[src/hw/rtl/lmsd_pkg.sv]
// Package for the LED matrix scan driver: panel geometry, word types, op codes, command type.
// No dependencies.
`timescale 1ns / 1ps
package lmsd_pkg;

  // geometry is fixed by the word field widths
  localparam int ROWS   = 16;
  localparam int COLS   = 16;
  localparam int PANELS = 2;

  localparam logic [2:0] OP_ON     = 3'd0;
  localparam logic [2:0] OP_OFF    = 3'd1;
  localparam logic [2:0] OP_TOGGLE = 3'd2;
  localparam logic [2:0] OP_CLEAR  = 3'd3;
  localparam logic [2:0] OP_SCAN   = 3'd4;

  typedef struct packed {
    logic [2:0] op;
    logic       panel;
    logic [3:0] pixel_row;
    logic [3:0] pixel_col;
  } in_item_t;

  typedef struct packed {
    logic       serial_bit;
    logic       out_panel;
    logic [3:0] row_address;
    logic       latch_last;
  } out_item_t;

  typedef enum logic [2:0] {
    K_ON,
    K_OFF,
    K_TOGGLE,
    K_CLEAR,
    K_SCAN
  } cmd_kind_t;

  typedef struct packed {
    cmd_kind_t  kind;
    logic       panel;
    logic [3:0] pixel_row;
    logic [3:0] pixel_col;
  } cmd_t;

  typedef struct packed {
    logic valid;
    logic full;
  } q_status_t;

endpackage

[src/hw/rtl/lmsd_front.sv]
// Front end: accepts input words, drops ignored ones, registers a command.
// Depends on lmsd_pkg.
`timescale 1ns / 1ps
module lmsd_front (
  input  logic              clk,
  input  logic              rst_n,
  input  logic              in_valid,
  output logic              in_stall,
  input  lmsd_pkg::in_item_t in_item,
  input  logic              q_full,
  output logic              push,
  output lmsd_pkg::cmd_t    cmd
);
  import lmsd_pkg::*;

  logic      cmd_valid_r;
  cmd_t      cmd_r;
  cmd_t      dec;
  logic      keep;
  logic      pix_ok;

  assign in_stall = cmd_valid_r && q_full;
  assign push     = cmd_valid_r && !q_full;
  assign cmd      = cmd_r;

  always_comb begin
    pix_ok        = (int'(in_item.pixel_row) < ROWS) && (int'(in_item.pixel_col) < COLS);
    dec.panel     = in_item.panel;
    dec.pixel_row = in_item.pixel_row;
    dec.pixel_col = in_item.pixel_col;
    dec.kind      = K_SCAN;
    keep          = 1'b0;
    case (in_item.op)
      OP_ON: begin
        dec.kind = K_ON;
        keep     = pix_ok;
      end
      OP_OFF: begin
        dec.kind = K_OFF;
        keep     = pix_ok;
      end
      OP_TOGGLE: begin
        dec.kind = K_TOGGLE;
        keep     = pix_ok;
      end
      OP_CLEAR: begin
        dec.kind = K_CLEAR;
        keep     = 1'b1;
      end
      OP_SCAN: begin
        dec.kind = K_SCAN;
        keep     = 1'b1;
      end
      default: keep = 1'b0;
    endcase
    if (int'(in_item.panel) >= PANELS) keep = 1'b0;
  end

  always_ff @(posedge clk) begin
    if (!rst_n) begin
      cmd_valid_r <= 1'b0;
    end else begin
      if (in_valid && !in_stall && keep) begin
        cmd_valid_r <= 1'b1;
        cmd_r       <= dec;
      end else if (push) begin
        cmd_valid_r <= 1'b0;
      end
    end
  end

endmodule

[src/hw/rtl/lmsd_queue.sv]
// Two-entry command queue between front and back end.
// Depends on lmsd_pkg.
`timescale 1ns / 1ps
module lmsd_queue (
  input  logic               clk,
  input  logic               rst_n,
  input  logic               push,
  input  lmsd_pkg::cmd_t     push_cmd,
  input  logic               pop,
  output lmsd_pkg::q_status_t status,
  output lmsd_pkg::cmd_t     head
);
  import lmsd_pkg::*;

  cmd_t       entry_r [2];
  logic       wr_ptr_r;
  logic       rd_ptr_r;
  logic [1:0] count_r;

  assign status.valid = (count_r != 2'd0);
  assign status.full  = (count_r == 2'd2);
  assign head         = entry_r[rd_ptr_r];

  always_ff @(posedge clk) begin
    if (!rst_n) begin
      wr_ptr_r <= 1'b0;
      rd_ptr_r <= 1'b0;
      count_r  <= 2'd0;
    end else begin
      if (push) begin
        entry_r[wr_ptr_r] <= push_cmd;
        wr_ptr_r          <= ~wr_ptr_r;
      end
      if (pop) rd_ptr_r <= ~rd_ptr_r;
      if (push && !pop) count_r <= count_r + 2'd1;
      else if (pop && !push) count_r <= count_r - 2'd1;
    end
  end

endmodule

[src/hw/rtl/lmsd_back.sv]
// Back end: frame memory (one word per panel column), scan counters, bit shifter.
// Depends on lmsd_pkg.
`timescale 1ns / 1ps
module lmsd_back (
  input  logic                clk,
  input  logic                rst_n,
  input  lmsd_pkg::q_status_t q_status,
  input  lmsd_pkg::cmd_t      q_cmd,
  output logic                pop,
  output logic                out_valid,
  input  logic                out_stall,
  output lmsd_pkg::out_item_t out_item
);
  import lmsd_pkg::*;

  localparam int Words = PANELS * COLS;
  localparam int AW    = $clog2(Words);
  localparam int CW    = $clog2(ROWS);

  typedef enum logic [1:0] {ST_IDLE, ST_MOD, ST_LOAD, ST_SHIFT} state_t;

  state_t          state_r;
  cmd_t            cmd_r;
  logic [AW-1:0]   addr_r;
  logic [3:0]      row_addr_r;
  logic [ROWS-1:0] mem [Words];
  logic [ROWS-1:0] rd_data_r;
  logic [Words-1:0] valid_r;
  logic [3:0]      scan_row_r [PANELS];
  logic [ROWS-1:0] sh_r;
  logic [CW-1:0]   cnt_r;
  logic            out_valid_r;
  out_item_t       out_item_r;

  logic [3:0]      r_cur;
  logic [AW-1:0]   rd_addr;
  logic [ROWS-1:0] word_eff;
  logic [ROWS-1:0] mask;
  logic [ROWS-1:0] mod_word;
  logic [Words-1:0] clr_mask;
  logic            out_free;
  logic [3:0]      r_next;

  assign out_valid = out_valid_r;
  assign out_item  = out_item_r;
  assign pop       = (state_r == ST_IDLE) && q_status.valid;
  assign out_free  = !out_valid_r || !out_stall;
  assign word_eff  = valid_r[addr_r] ? rd_data_r : '1;
  assign mask      = {{(ROWS-1){1'b0}}, 1'b1} << cmd_r.pixel_row;
  assign r_next    = (int'(row_addr_r) + 1 == COLS) ? 4'd0 : row_addr_r + 4'd1;

  always_comb begin
    r_cur = '0;
    for (int p = 0; p < PANELS; p++) begin
      if (int'(q_cmd.panel) == p) r_cur = scan_row_r[p];
    end
    if (q_cmd.kind == K_SCAN)
      rd_addr = AW'(int'(q_cmd.panel) * COLS + COLS - 1 - int'(r_cur));
    else
      rd_addr = AW'(int'(q_cmd.panel) * COLS + int'(q_cmd.pixel_col));
    for (int a = 0; a < Words; a++) begin
      clr_mask[a] = (a / COLS == int'(q_cmd.panel));
    end
    case (cmd_r.kind)
      K_ON:    mod_word = word_eff & ~mask;
      K_OFF:   mod_word = word_eff | mask;
      default: mod_word = word_eff ^ mask;
    endcase
  end

  always_ff @(posedge clk) begin
    if (state_r == ST_MOD) mem[addr_r] <= mod_word;
    if (state_r == ST_IDLE) rd_data_r <= mem[rd_addr];
  end

  always_ff @(posedge clk) begin
    if (!rst_n) begin
      state_r     <= ST_IDLE;
      valid_r     <= '0;
      out_valid_r <= 1'b0;
      for (int p = 0; p < PANELS; p++) scan_row_r[p] <= 4'd0;
    end else begin
      if (!out_stall && state_r != ST_SHIFT) out_valid_r <= 1'b0;
      case (state_r)
        ST_IDLE: begin
          if (q_status.valid) begin
            cmd_r      <= q_cmd;
            addr_r     <= rd_addr;
            row_addr_r <= r_cur;
            case (q_cmd.kind)
              K_CLEAR: valid_r <= valid_r & ~clr_mask;
              K_SCAN:  state_r <= ST_LOAD;
              default: state_r <= ST_MOD;
            endcase
          end
        end
        ST_MOD: begin
          valid_r[addr_r] <= 1'b1;
          state_r         <= ST_IDLE;
        end
        ST_LOAD: begin
          sh_r    <= word_eff;
          cnt_r   <= CW'(ROWS - 1);
          state_r <= ST_SHIFT;
        end
        ST_SHIFT: begin
          if (out_free) begin
            out_valid_r             <= 1'b1;
            out_item_r.serial_bit   <= sh_r[ROWS-1];
            out_item_r.out_panel    <= cmd_r.panel;
            out_item_r.row_address  <= row_addr_r;
            out_item_r.latch_last   <= (cnt_r == '0);
            sh_r                    <= sh_r << 1;
            cnt_r                   <= cnt_r - 1'b1;
            if (cnt_r == '0) begin
              state_r <= ST_IDLE;
              for (int p = 0; p < PANELS; p++) begin
                if (int'(cmd_r.panel) == p) scan_row_r[p] <= r_next;
              end
            end
          end
        end
        default: state_r <= ST_IDLE;
      endcase
    end
  end

endmodule

[src/hw/rtl/led_matrix_scan_driver_top.sv]
// Top level of the LED matrix row-scan driver: front end, command queue, back end.
// Depends on lmsd_pkg, lmsd_front, lmsd_queue, lmsd_back.
//
// Frame stores are active low (1 = LED off) and hold one ROWS-bit word per panel
// column in a single-port memory; a per-word valid flag stands in for the all-off
// reset and for panel clear, so there is no clearing pass after reset. A pixel
// on/off/toggle in the back end is a memory read, then a write back; a panel
// clear is done in the idle state alone, and a row scan is one read, one
// load, then ROWS serial words at one per cycle while out_stall is low. Words of
// one scan come MSB row first; the last carries latch_last, after which that
// panel's row counter advances. A two-entry queue lets the front keep accepting
// commands during a scan; out-of-range and unknown commands are dropped at entry.
`timescale 1ns / 1ps
module led_matrix_scan_driver_top (
  input  logic                clk,
  input  logic                rst_n,
  input  logic                in_valid,
  output logic                in_stall,
  input  lmsd_pkg::in_item_t  in_item,
  output logic                out_valid,
  input  logic                out_stall,
  output lmsd_pkg::out_item_t out_item
);
  import lmsd_pkg::*;

  logic      push;
  cmd_t      push_cmd;
  logic      pop;
  q_status_t q_status;
  cmd_t      head;

  lmsd_front u_front (
    .clk      (clk),
    .rst_n    (rst_n),
    .in_valid (in_valid),
    .in_stall (in_stall),
    .in_item  (in_item),
    .q_full   (q_status.full),
    .push     (push),
    .cmd      (push_cmd)
  );

  lmsd_queue u_queue (
    .clk      (clk),
    .rst_n    (rst_n),
    .push     (push),
    .push_cmd (push_cmd),
    .pop      (pop),
    .status   (q_status),
    .head     (head)
  );

  lmsd_back u_back (
    .clk       (clk),
    .rst_n     (rst_n),
    .q_status  (q_status),
    .q_cmd     (head),
    .pop       (pop),
    .out_valid (out_valid),
    .out_stall (out_stall),
    .out_item  (out_item)
  );

endmodule

[config.mk]
export PLATFORM = sky130hd
export DESIGN_NAME = led_matrix_scan_driver_top
export DESIGN_NICKNAME = d
export VERILOG_FILES = /design/src/hw/rtl/lmsd_pkg.sv /design/src/hw/rtl/lmsd_front.sv /design/src/hw/rtl/lmsd_queue.sv /design/src/hw/rtl/lmsd_back.sv /design/src/hw/rtl/led_matrix_scan_driver_top.sv
export SDC_FILE = /design/constraint.sdc
export NUM_CORES = 1
export LEC_CHECK = 0
export BUFFER_PORTS_ARGS = -buffer_cell sky130_fd_sc_hd__buf_2
export CAP_MARGIN = 20
export CORE_ASPECT_RATIO = 0.75
export CORE_MARGIN = 2
export CORE_UTILIZATION = 45
export CTS_BUF_LIST = sky130_fd_sc_hd__clkbuf_2
export CTS_CLUSTER_DIAMETER = 40
export CTS_CLUSTER_SIZE = 40
export DETAILED_ROUTE_END_ITERATION = 16
export SYNTH_ARGS = -nofsm -noshare
export SYNTH_HDL_FRONTEND = slang
export SYNTH_SLANG_ARGS = --single-unit
[constraint.sdc]
create_clock -name clk -period 8.8 [get_ports clk]
set_input_delay 0.88 -clock clk [delete_from_list [all_inputs] [get_ports clk]]
set_output_delay 0.88 -clock clk [all_outputs]
set_load 0.05 [all_outputs]
==> results.md, run 1 <==
* Max-Cap Viols at 0
* Leakage at 9.39 nW
* Most Frequent Cell on Critical Path: mux2_2
* Post-CTS resize count at 0
* Netlist cell types at 60
* Final instance area at 28900 µm²
* Area Overhead vs Synth at 9.34%
* Fmax at 190 MHz
* DRT antenna net count at 0
* Die H at 214 µm
* Mux cell area share after synthesis at 2.68%
* #FFs+latches synth at 656
* RSZ-0062 raised after global routing: no
* Req. time, crit path at 9810 ps
* Worst setup path class: reg2reg
* Die W at 284 µm
* I/O pin count at 25
* Post-Synth Simple-Gate Area at 15.4%
* Final #Nets at 2122
* DRC viols at 0
* CTS max path bufs at 3
* Root buffer cell: clkbuf_2
* Vias per Instance at 5.75
* Clock Sinks at 656
* Clk slew on worst S/H paths at 240 ps
* CP max stage cell: dfxtp_1
* Post-DP HPWL at 43500 µm
* All-layer global routing usage at 23.9%
* Post-synthesis net count at 2066
* Final setup viols at 0
* Worst-Skew Late Latency at 1210 ps
* Worst hold path cell count at 3
* Antenna violations before repair at 3
* Compound-cell area share of the yosys netlist at 4.54%
* Most frequent cells in the layout: edfxtp_1 (615), nand2_1 (419), nor2_1 (237)
* Post-Syn Instances at 2014
* Vias at 16711
* CP Cell Sequence: mux2i_2 -> inv_2 -> mux2_2 -> a21bo_4 -> inv_8 -> buf_12 -> mux2_2 -> o2bb2ai_1 -> or4_1 -> nor2_1
* Post-synthesis adder-cell area fraction at 1.71%
* Crit path DAT at 6260 ps
* Final min period at 5250 ps
* DR WL/cell at 24.8 µm
* Total negative setup slack at 0 ps
* H-Tree Depth at 3
* Post-Syn Area at 26400 µm²
* R2r worst-path depth at 10
* Total CTS buffers at 67
* CTS Hold Bufs at 15
* Dpl cells at 2764
* Mean area per synthesized cell at 13.1 µm²
* Layout cells sized above 1 at 13.0%
* Number of global-route vias before repair at 15612
* Worst Tran Pin Value at 1100 ps
* Hold Crit Start: rst_n
* Wirelength, routed at 72000 µm
* Critical Path Source Type: register
* Max FO, Critical Path at 146
* Initial core utilization at 45.8%
* I/O Buffers at 24
* Ys flop type: edfxtp_1
* Final Core Density at 50.0%
* Largest family of logic cells by synthesized area: simple AND/OR/NAND/NOR gates
* Sequential share of the synthesized area at 73.0%
* Worst rel slew slack at 26.3%
* Synth Warn # at 0
* Setup crit end kind: register
* Routability cong. at 0.861
* Full die area at 60700 µm²
* Pre-antenna DRT Iters at 6
* Min-Delay Path Class: in2reg
* Fin cells at 2905
* First-pass GRT wire length at 106000 µm
* Outcome: finished, final reports clean
* Hold path endpoint: u_back.state_r[0]
* Max-slew violation count at 0
* XOR/XNOR Fraction of Synth Area at 0.265%
* Pwr dens at 233 nW/µm²
* Placed Area at 27700 µm²
* Reg2reg end: u_back.rd_data_r[14]
* Largest net degree at the start of global routing at 153
* Final Hold Fails at 0
* Fin crit share at 59.7%
* Reg-to-reg slack, setup at 3550 ps
* Tot Pwr at 0.00672 W
* Total grt overflow at 0
* Post-CTS Setup Bufs at 0
* VDD IR-drop max at 0.000170 V
* Post-synth EDFFs at 615
* Commonest non-fill, non-tap cell in the layout: edfxtp_1
* Skew final at 121 ps
* CTS tree: built
* Async SR Flop Fraction at 0%
* Core Area at 57700 µm²
* CP max stage delay at 1010 ps
* FP Rows at 76
* Initial DRC Count at 2237
cells by family (layout without fill, tap and decap cells):
family	after synthesis	after routing
flops	656	656
fa+ha+maj	36	36
mux	58	58
other cells	0	2
buf+inv	140	249
compound gates	174	174
simple gates	942	942
xor+xnor	8	8
worst max-delay path: cells and delay by family (launching register included):
family | cells | cell delay, ps
muxes | 3 | 1120
buffers and inverters | 3 | 1030
DFF | 1 | 1010
AOI/OAI and AO/OA | 2 | 970
and+or+nand+nor | 2 | 640
layer usage:
metal	global-route usage, %	wire length [µm]
met5	0	0
met4	6.39	1490
met3	6.06	7420
met2	33.7	30000
met1	36.8	33100
synthesized netlist by cell type, drive strengths merged, types with 2 or more instances:
library cell / number / area [µm²]
or3b: 2 / 17.5
mux4: 8 / 180
and3: 4 / 25.0
a21oi: 55 / 275
nor4: 17 / 106
o2111ai: 30 / 263
or3: 4 / 25.0
nand3b: 3 / 22.5
mux2: 16 / 184
nor3b: 4 / 30.0
nand3: 135 / 681
and2: 5 / 31.3
xor2: 4 / 35.0
inv: 30 / 118
xnor2: 4 / 35.0
nor3: 4 / 20.0
nand4: 65 / 407
nand2: 419 / 1570
mux2i: 34 / 344
a32oi: 19 / 166
o22ai: 2 / 12.5
clkbuf: 61 / 229
a21boi: 2 / 15.0
nand2b: 4 / 25.0
a32o: 2 / 20.0
o32ai: 2 / 17.5
buf: 49 / 284
o211ai: 28 / 210
dfxtp: 41 / 821
edfxtp: 615 / 18500
nor2b: 8 / 50.1
o21a: 2 / 15.0
ha: 36 / 450
nor2: 262 / 983
o21ai: 22 / 110
worst max path at each step:
stage / from / to / slack [ps]
6_report: register / u_back.rd_data_r[14] / 3550
5_1_grt: register / u_back.rd_data_r[11] / 3390
4_1_cts: register / u_back.rd_data_r[11] / 3720
3_5_place_dp: register / u_back.rd_data_r[11] / 3750
3_3_place_gp: register / u_back.rd_data_r[11] / 3860
2_1_floorplan: u_back.addr_r[0] / u_back.mem[0][5] / 4310
state kept, by name, indices dropped and copies added (netlist names), 7 cells and up, named ones only:
| register | count |
|---|---|
| u_back.out_item | 7 |
| u_back.scan_row_r | 8 |
| u_back.sh_r | 16 |
| u_front.cmd | 12 |
| u_back.cmd_r | 8 |
| u_back.valid_r | 32 |
| u_queue.entry_r | 24 |
| u_back.rd_data_r | 16 |
| u_back.mem | 512 |
through the flow:
stage / hold slack [ps] / worst slack (ps)
3_3_place_gp: 408 / 3860
6_report: 124 / 3550
4_1_cts: 14.3 / 3720
5_1_grt: 48.3 / 3390
3_5_place_dp: 419 / 3750
2_1_floorplan: 400 / 4310
area by class of cell:
type | count | area, µm²
antenna | 2 | 5.00
clock buffer | 74 | 370
clock inverter | 48 | 607
fill | 5040 | 28800
inverter | 30 | 120
multi-input combinational | 1218 | 6700
sequential | 656 | 19300
tap | 780 | 976
timing repair buffer | 97 | 803
power breakdown:
part,internal [W],switching [W]
clock network,0.000509,0.00118
registers,0.00369,0.000126
logic,0.000302,0.000906
total,0.00451,0.00221
Power figures use the tool's default switching activity.
==> run 2, diff against run 1 <==
Clock period 8.8 ns to 4.7 ns, I/O delays scaled along.
==> results.md, run 2 (synthesis results as in run 1) <==
* Outcome: finished, final reports clean
* Commonest non-fill, non-tap cell in the layout: edfxtp_1
* All-layer global routing usage at 24.3%
* I/O pin count at 25
* Min-Delay Path Class: in2reg
* Die H at 214 µm
* Largest net degree at the start of global routing at 138
* Area Overhead vs Synth at 10.1%
* Crit path DAT at 5010 ps
* DRC viols at 0
* CP Depth at 9
* Req. time, crit path at 5660 ps
* Full die area at 60700 µm²
* Number of global-route vias before repair at 15915
* Fill cell count at 4988
* Register area at 19300 µm²
* Worst rel slew slack at 29.1%
* Fin crit share at 86.2%
* Critical Path Source Type: register
* Routability cong. at 0.856
* Hold Crit Start: in_item[9]
* Total CTS buffers at 69
* Clk slew on worst S/H paths at 280 ps
* Fmax at 247 MHz
* Cell family with most CP delay: buffers and inverters
* Worst-Skew Late Latency at 1180 ps
* FP Rows at 76
* Area occupied by multi-input gates at 6690 µm²
* Tot Pwr at 0.0125 W
* WP buf/inv at 2
* Total grt overflow at 0
* Placed Area at 27900 µm²
* Max-slew violation count at 0
* Setup crit end kind: register
* CP Cell Sequence: mux2i_2 -> inv_2 -> mux2_2 -> a21bo_4 -> buf_4 -> nand2_1 -> nand3_1 -> o2111ai_1 -> nor4_1
* Layout cells sized above 1 at 13.9%
* Most frequent cells in the layout: edfxtp_1 (615), nand2_1 (419), nor2_1 (241)
* Pwr dens at 428 nW/µm²
* Worst hold path cell count at 3
* Hold path endpoint: u_front.cmd[9]
* CP max stage delay at 800 ps
* H-Tree Depth at 3
* Max FO, Critical Path at 90
* CTS tree: built
* Vias at 17017
* Leakage at 9.54 nW
* Max-Cap Viols at 0
* Final #Nets at 2160
* Top reg by flops: u_back.mem
* Root buffer cell: clkbuf_2
* CTS Hold Bufs at 27
* Die W at 284 µm
* Skew final at 123 ps
* Final min period at 4050 ps
* Vias per Instance at 5.77
* Clock Sinks at 656
* Reg2reg end: u_back.rd_data_r[7]
* R2r worst-path depth at 9
* CP max stage cell: buf_4
* Core Area at 57700 µm²
* Worst setup path class: reg2reg
* DRT antenna net count at 0
* Reg-to-reg slack, setup at 650 ps
* Wirelength, routed at 73200 µm
* Final instance area at 29100 µm²
* I/O Buffers at 24
* VDD IR-drop max at 0.000246 V
* Initial core utilization at 45.8%
* Biggest registers after layout: u_back.mem x512, u_back.valid_r x32, u_queue.entry_r x24
* First-pass GRT wire length at 107000 µm
* Final Hold Fails at 0
* Post-DP HPWL at 43500 µm
* Initial DRC Count at 2257
* DR WL/cell at 24.8 µm
* Total negative setup slack at 0 ps
* Final setup viols at 0
* RSZ-0062 raised after global routing: no
* Worst Tran Pin Value at 1060 ps
* Flip-flop count of the largest register after layout at 512
* CTS max path bufs at 3
* Post-CTS resize count at 0
* Pre-antenna DRT Iters at 5
* Post-CTS Setup Bufs at 0
* Antenna violations before repair at 7
-- run 2: cell type report --
| class | count | area share [%] |
|---|---|---|
| Tap cell | 780 | 3.36 |
| Timing Repair Buffer | 133 | 3.79 |
| Antenna cell | 4 | 0.0344 |
| Inverter | 30 | 0.413 |
| Clock inverter | 56 | 1.89 |
| Clock buffer | 71 | 1.22 |
| Multi-Input combinational cell | 1218 | 23.0 |
| Sequential cell | 656 | 66.3 |
-- run 2: worst reg2reg max path: stages, from the launching register on --
cell and delay, ps:
dfxtp_1 710, mux2i_2 430, inv_2 190, mux2_2 280, a21bo_4 190, buf_4 800
nand2_1 180, nand3_1 120, o2111ai_1 450, nor4_1 480
-- run 2: how the worst max path moves through the flow --
stage | start | to | slack [ps]
after floorplan | u_back.addr_r[0] | u_back.mem[0][5] | 210
after global placement | u_back.addr_r[0] | u_back.mem[23][14] | 940
after detailed placement | u_back.addr_r[0] | u_back.mem[22][14] | 760
after CTS | u_back.addr_r[0] | u_back.mem[22][14] | 690
after global routing | register | u_back.rd_data_r[7] | 440
final | register | u_back.rd_data_r[7] | 650
-- run 2: power breakdown --
group / total (W) / switching, W / internal (W) / leakage [nW]
logic: 0.00234 / 0.00172 / 0.000621 / 3.22
registers: 0.00710 / 0.000183 / 0.00691 / 5.75
clock network: 0.00303 / 0.00220 / 0.000824 / 0.576
total: 0.0125 / 0.00410 / 0.00836 / 9.54
-- run 2: routing by layer --
metal / global-route usage (%) / vias to the layer above / part of all wire (%) / wire length (µm)
met5: 0 / - / 0.018 / 13
met4: 6.11 / 2 / 1.9 / 1380
met3: 6.05 / 114 / 11 / 8350
met2: 34.3 / 841 / 41 / 30200
met1: 37.4 / 8478 / 45 / 33200
li1: - / 7582 / - / -
-- run 2: through the flow --
step           instances  hold WS [ps]  util, %  worst slack [ps]
6_report            2948           151     50.4               647
3_5_place_dp        2788           416     48.3               758
3_3_place_gp        2787           424     48.2               937
2_1_floorplan       2014           400        -               207
4_1_cts             2942          3.97     50.3               694
5_1_grt             2947          66.5     50.4               437
